### src/sv/rsc_pkg.sv
// Shared types, constants and helpers of the rotary sine/cosine generator.
// Used by the angle sequencer, the CORDIC cells and the top level.
package rsc_pkg;

  localparam int POSITION_BITS = 24;
  localparam int MAX_HALF_DIM = 64;
  localparam int COUNT_W = 7;
  localparam int INDEX_W = 6;
  localparam int SINCOS_ITERATIONS = 16;
  localparam int ATAN_ENTRIES = 24;
  localparam int CELL_COUNT = (SINCOS_ITERATIONS < ATAN_ENTRIES) ?
                              SINCOS_ITERATIONS : ATAN_ENTRIES;
  localparam int CORDIC_W = 34;

  // Register indexes of the configuration channel
  localparam logic [1:0] CFG_FREQ_RATIO = 2'd0;
  localparam logic [1:0] CFG_HALF_DIM = 2'd1;
  localparam logic [1:0] CFG_GAIN = 2'd2;

  localparam logic [31:0] FREQ_RATIO_RESET = 32'd3460884000;
  localparam logic [6:0] HALF_DIM_RESET = 7'd64;
  localparam logic [15:0] GAIN_RESET = 16'd32768;

  // Fixed-point constants
  localparam logic [32:0] ONE_Q32 = 33'h1_0000_0000;
  localparam logic [34:0] TWO_PI_Q32 = 35'd26986075409;
  localparam logic [17:0] TWO_PI_LO = TWO_PI_Q32[17:0];
  localparam logic [16:0] TWO_PI_HI = TWO_PI_Q32[34:18];
  localparam logic [29:0] INV_TWO_PI_Q32 = 30'd683565276;
  localparam logic [31:0] CORDIC_K_Q32 = 32'd2608131496;
  localparam logic [31:0] QUARTER_TURN = 32'h4000_0000;
  localparam logic [31:0] HALF_TURN = 32'h8000_0000;
  localparam logic [31:0] THREE_QUARTER_TURN = 32'hC000_0000;

  // Arctangent of 2^-i in Q0.32 turns
  localparam logic [31:0] ATAN_TURNS [ATAN_ENTRIES] = '{
    32'h20000000, 32'h12E4051E, 32'h09FB385B, 32'h051111D4, 32'h028B0D43, 32'h0145D7E1,
    32'h00A2F61E, 32'h00517C55, 32'h0028BE53, 32'h00145F2F, 32'h000A2F98, 32'h000517CC,
    32'h00028BE6, 32'h000145F3, 32'h0000A2FA, 32'h0000517D, 32'h000028BE, 32'h0000145F,
    32'h00000A30, 32'h00000518, 32'h0000028C, 32'h00000146, 32'h000000A3, 32'h00000051
  };

  typedef enum logic [3:0] {
    ST_IDLE,
    ST_MUL_LO,
    ST_MUL_HI,
    ST_SUM,
    ST_QUOT,
    ST_QC_LO,
    ST_QC_HI,
    ST_REM,
    ST_FIX,
    ST_TURNS,
    ST_ISSUE
  } state_t;

  typedef struct packed {
    logic [31:0] freq_ratio;
    logic [6:0] half_dim;
    logic [15:0] gain;
  } cfg_t;

  // One pair travelling down the CORDIC chain
  typedef struct packed {
    logic valid;
    logic neg;
    logic last;
    logic [INDEX_W-1:0] idx;
    logic signed [CORDIC_W-1:0] x;
    logic signed [CORDIC_W-1:0] y;
    logic signed [CORDIC_W-1:0] z;
  } cordic_word_t;

  // Q.30 to Q2.13, round half up, optional negation, saturate
  function automatic logic [15:0] to_q13(input logic signed [CORDIC_W-1:0] v,
                                         input logic neg);
    logic signed [CORDIC_W:0] a;
    logic signed [CORDIC_W:0] r;
    logic [15:0] res;
    a = neg ? -{v[CORDIC_W-1], v} : {v[CORDIC_W-1], v};
    r = (a + 35'sd65536) >>> 17;
    if (r > 35'sd32767) begin
      res = 16'h7FFF;
    end else if (r < -35'sd32768) begin
      res = 16'h8000;
    end else begin
      res = r[15:0];
    end
    return res;
  endfunction

endpackage

### src/sv/rsc_cordic_cell.sv
// One rotation-mode CORDIC step with its pipeline register.
// Depends on rsc_pkg for the word type and the arctangent table.
module rsc_cordic_cell import rsc_pkg::*; (
  input  logic         clk,
  input  logic         rst,
  input  logic         en,
  input  logic [4:0]   step,
  input  cordic_word_t din,
  output cordic_word_t dout
);

  logic signed [CORDIC_W-1:0] dx;
  logic signed [CORDIC_W-1:0] dy;
  logic signed [CORDIC_W-1:0] angle;
  cordic_word_t result;

  // Rotate towards zero residual angle
  always_comb begin
    dx = din.y >>> step;
    dy = din.x >>> step;
    angle = CORDIC_W'(ATAN_TURNS[step]);
    result = din;
    if (!din.z[CORDIC_W-1]) begin
      result.x = din.x - dx;
      result.y = din.y + dy;
      result.z = din.z - angle;
    end else begin
      result.x = din.x + dx;
      result.y = din.y - dy;
      result.z = din.z + angle;
    end
  end

  // Pipeline register; only the valid bit is reset
  always_ff @(posedge clk) begin
    if (rst) begin
      dout.valid <= 1'b0;
    end else if (en) begin
      dout.valid <= din.valid;
    end
    if (en) begin
      dout.neg <= result.neg;
      dout.last <= result.last;
      dout.idx <= result.idx;
      dout.x <= result.x;
      dout.y <= result.y;
      dout.z <= result.z;
    end
  end

endmodule

### config.mk
export PLATFORM = sky130hd
export DESIGN_NAME = rsc_cordic_cell
export DESIGN_NICKNAME = d
export VERILOG_FILES = /design/src/sv/rsc_pkg.sv /design/src/sv/rsc_cordic_cell.sv
export SDC_FILE = /design/constraint.sdc
export NUM_CORES = 1
export LEC_CHECK = 0
export BUFFER_PORTS_ARGS = -buffer_cell sky130_fd_sc_hd__clkbuf_2
export CAP_MARGIN = 30
export CORE_AREA = 2 2 181 183
export DETAILED_ROUTE_END_ITERATION = 10
export DIE_AREA = 0 0 183 185
export PLACE_DENSITY_LB_ADDON = 0.05
export SYNTH_ARGS = -nofsm -noshare
export SYNTH_HDL_FRONTEND = slang
export SYNTH_SLANG_ARGS = --single-unit
### constraint.sdc
create_clock -name clk -period 6.7 [get_ports clk]
set_input_delay 1.34 -clock clk [delete_from_list [all_inputs] [get_ports clk]]
set_output_delay 1.34 -clock clk [all_outputs]
set_load 0.005 [all_outputs]
# After elaboration in Yosys (flattened, before gate mapping)

Memory sizes are Yosys's and may differ from the RTL's.
Index checks and enable logic that the tools add are counted.

Add/subtract/negate cells: 6
Shift operators: 2
Order comparisons: 1
Bitwise operators: 1
Multiplexer cells: 3

Operators with widths:

| operator             | count |
|---|---|
| $mux W102            | 1 |
| $add A34 B34 Y34     | 2 |
| $sshr A34 B5 Y34     | 2 |
| $sub A34 B34 Y34     | 2 |
| $mux W32             | 2 |
| $add A34 B33 Y34     | 1 |
| $sub A34 B33 Y34     | 1 |
| $ge A6 B6 Y1 const B | 1 |
| $not A5 Y6           | 1 |

Logic and storage cells: 21
Flip-flop bits (word level): 111
Input port bits: 119
Memories: 1
ROM bits: 1024

Memories:

| memory           | depth | bits a word | rd ports | clocked after Yosys merged registers in | write ports | RTL line              | text |
|---|---|---|---|---|---|---|---|
| (name not given) | 32    | 32          | 1        | 0                                       | 0           | rsc_cordic_cell.sv:21 | `angle = CORDIC_W'(ATAN_TURNS[step]);` |

# Depth between registers and ports, before layout

Depth in word-level cells: 6
Depth in mapped cells: 28
Gate-level depth less buffers: 23

# Worst setup path after synthesis

OpenSTA, ideal clock, no wires.

Path kind: input to register
From: in step[2]
To: reg dout[101] in the netlist's numbering (data pin)
Slack: -0.105 ns
Arrival: 6.545 ns
Cell stages on the path: 28
Required time: 6.440 ns
Path buffers: 6
Setup time: 0.260 ns
Cells stage by stage: clkbuf_1 -> buf_4 -> buf_4 -> buf_4 -> buf_4 -> nand2_1 -> clkbuf_1 -> o221ai_1 -> a21oi_1 -> ha_1 -> nand4_1 -> nor4_2 -> nand4_2 -> nor2_2 -> and2_4 -> a31oi_1 -> xor2_1 -> ha_1 -> a21o_1 -> a21oi_1 -> nor2b_1 -> or2_2 -> nor4b_1 -> nor2_1 -> a221o_1 -> o311ai_0 -> a21oi_1 -> xnor2_1

RTL lines:

| element            | RTL line             | text |
|---|---|---|
| start: declaration | rsc_cordic_cell.sv:7 | `input logic [4:0] step,` |
| end: declaration   | rsc_cordic_cell.sv:9 | `output cordic_word_t dout` |

==> reports/summary.txt <==
outcome = complete, no violations
vias in the first global route = 16,671
largest family of logic cells by synthesized area = compound AO/OA/AOI/OAI gates
DR vias/cell = 6.30
period utilization = 0.972
Rel. slew slack = 0.249
cell row count = 66
startpoint class of the critical path = input pin
root buf cell = clkbuf_16
clk_lat worst skew = 0.39 ns
Total GRT Usage = 0.359
Crit path required time = 6.84 ns
Distinct cells, synth = 93
CP arrival = 6.65 ns
via count = 17,063
Yosys reg bits = 111
final setup fails = 0
Hold Vio Cnt, Final = 0
Crit Path Class = in -> reg
Core Box Area = 32,000 sq um
yosys synthesis warning count = 0
register with the most flip-flops = dout
Worst R2R Start = dout[110]$_SDFFE_PP0P_
worst-margin pin slew = 1.12 ns
Post-Synth XOR/XNOR Area = 0.0951
Routed Antenna Nets = 0
met3 Usage GRT = 0.0700
Critical Path End = dout[101]$_DFFE_PP_
Lkg Pwr = 0.00911 uW
mux contribution to synthesized area = 0.176
Peak VDD IR = 172 uV
ys flop type = edfxtp_1
cells after synthesis = 1,771
nets@finish = 2,526
Adder-Cell Fraction of Synth Area = 0.0907
Pre-antenna DRT Iters = 6
Fmax = 154 MHz
min Tclk post-route = 6.51 ns
Iter 0 DRT Violations = 1,452
number of synthesized flops with an enable pin = 110
clock slew at reported path FFs = 0.09 ns
Synth Area in Simple Gates = 0.156
met1 GRT Util = 0.434
register area share after synthesis = 0.210
max-slew violations = 0
Pwr Density = 199 nW/um^2
max FFs per register = 111
gr ovfl total = 0
DRT Wirelength = 62.2 mm
Syn Area/Cell = 8.94 sq um
largest net degree at the start of global routing = 58
Avg WL per Cell = 23.0 microns
layout cell share with drive strength beyond 1 = 0.331
DRC viols = 0
TritonCTS clock tree = built
clock skew = 0 ns
clock sink count = 111
RSZ-0062 raised after global routing = false
Max Buffers Root-to-Sink = 2
Syn Nets = 2,003
first-pass GRT wire length = 93.3 mm
final hold slack = 0.508 ns
CTS buffer count = 9
GP Congestion = 1.02
antenna violations before repair = 0
die area = 33,900 sq um
reg2reg setup slack = 6.11 ns
Async SR Flop Fraction = 0
total power = 4060 uW
worst r2r path cells = 2
worst r2r dst = dout[110]$_SDFFE_PP0P_
Synth Cell Area = 15,800 sq um
Largest regs = dout (111)
n_diodes = 0
CTS HTree Levels = 3
Min-Delay Path Class = reg -> reg
MaxCap Viol Count = 0
crit-path max FO = 10
Die Wd = 183 microns
IO Count = 230
post-synthesis to final-layout area growth = 28.6%
post-detail-place hpwl = 50.6 mm
Worst Setup SP = step[3]
crit end category = flip-flop
busiest grt layer = met2
Port Buf Inserts = 229
Compound-Gate Fraction of Synth Area = 0.228
die height = 185 microns
grt met2 use = 0.614
Initial Util = 0.494
setup bufs post-CTS = 0
synth_stat cells (13+ instances only):
cell,n,area (sq um)
mux4_1,16,420
and2_1,24,150
buf_4,15,113
nand3_1,31,155
a31oi_1,29,181
o21a_1,20,150
a21o_1,41,308
and3_1,19,119
nand2b_1,22,138
mux4_2,57,1280
o22ai_1,20,125
nor2_1,163,612
xor2_1,64,561
ha_1,110,1380
nor3_1,20,100
mux2_2,32,360
o211ai_1,20,150
edfxtp_1,110,3300
a22oi_1,18,135
a21oi_1,165,826
clkbuf_1,52,195
o21bai_1,13,97.6
or2_2,13,81.3
mux2i_1,69,691
a211oi_1,24,180
xnor2_1,108,946
nand2_1,136,510
buf_2,17,85.1
inv_1,39,146
nor2b_1,25,156
o21ai_0,90,450
routing by layer:
| metal | part of all wire | up-vias | wire length (microns) |
|---|---|---|---|
| met5 | 0 | - | 0 |
| met3 | 0.081 | 186 | 5040 |
| met2 | 0.48 | 877 | 29600 |
| li1 | - | 7836 | - |
| met4 | 0.048 | 0 | 2970 |
| met1 | 0.39 | 8164 | 24600 |
worst min-delay path by stage:
stage / startpoint / endpoint / slack, ns / cells past startpoint
after global routing: dout[110]$_SDFFE_PP0P_ / dout[110]$_SDFFE_PP0P_ / 0.54 / 2
after CTS: dout[110]$_SDFFE_PP0P_ / dout[110]$_SDFFE_PP0P_ / 0.51 / 2
after global placement: dout[110]$_SDFFE_PP0P_ / dout[110]$_SDFFE_PP0P_ / 0.47 / 2
after floorplan: dout[110]$_SDFFE_PP0P_ / dout[110]$_SDFFE_PP0P_ / 0.48 / 2
after detailed placement: dout[110]$_SDFFE_PP0P_ / dout[110]$_SDFFE_PP0P_ / 0.49 / 2
final: dout[110]$_SDFFE_PP0P_ / dout[110]$_SDFFE_PP0P_ / 0.51 / 2
layout make-up:
cell class                 count  area [sq um]
multi-input combinational   1520         11900
clock inverter                 7          76.3
clock buffer                   9           225
inverter                      42           158
fill                        2793         11700
sequential                   111          3320
timing repair buffer         610          4210
tap                          408           510
worst max-delay path, stage by stage:
cell      delay, ns
clkbuf_2       0.23
clkinv_1       0.24
nor2_1         0.90
a21oi_1        0.23
ha_1           0.28
nand4_1        0.14
nor4_4         0.06
buf_4          0.18
a31oi_1        0.22
xor2_1         0.40
ha_1           0.37
a21oi_1        0.15
o21ai_0        0.16
a22oi_1        0.18
nand2_1        0.16
nor4b_2        0.40
nor2_1         0.11
a221o_1        0.35
o311ai_2       0.28
a21oi_1        0.13
xnor2_1        0.14
timing repair:
item                       in CTS  in global routing
gates resized for setup         0                 10
hold buffers                    0                  0
hold endpoints to repair        0                  0
setup endpoints to repair       0                  6
cell families after synthesis:
family	count (synthesis)
AO/OA/AOI/OAI	550
AND/OR/NAND/NOR	508
multiplexers	177
XOR/XNOR	172
flip-flops	111
buffers and inverters	140
adder cells (fa/ha/maj)	113
where the power goes:
| part | leakage [uW] | internal (uW) | switching, uW | total (uW) |
|---|---|---|---|---|
| Combinational | 0.00788 | 1160 | 1260 | 2430 |
| Sequential | 0.00109 | 1020 | 45.3 | 1060 |
| Clock | 0.000145 | 264 | 306 | 571 |
| Total | 0.00911 | 2450 | 1610 | 4060 |
through the flow:
stage | instance area (sq um) | setup TNS [ns] | util | cells | setup slack [ns]
2_1_floorplan | 15900 | 0 | - | 1771 | 0.00652
3_3_place_gp | 20000 | -0.379 | 0.625 | 2691 | -0.212
3_5_place_dp | 20000 | -0.872 | 0.625 | 2691 | -0.292
4_1_cts | 20300 | 0 | 0.634 | 2707 | 0.109
5_1_grt | 20400 | 0 | 0.636 | 2707 | 0.00350
6_report | 20400 | 0 | 0.636 | 2707 | 0.191
placed cells by master (no fill, tap or decap), drive strengths merged, types with 19 or more instances in the layout:
cell type / instances
a31oi: 29
a211oi: 24
nand3: 31
clkbuf: 234
o21ai: 92
xor2: 64
nor3: 24
xnor2: 108
and3: 19
nand2b: 22
mux2: 35
edfxtp: 110
buf: 385
nor2b: 25
o211ai: 20
nor2: 164
a21oi: 165
mux4: 73
o22ai: 20
nand2: 136
mux2i: 69
o21a: 20
and2: 27
ha: 110
a21o: 41
inv: 42
No activity file was read; power rests on OpenSTA's default activity.
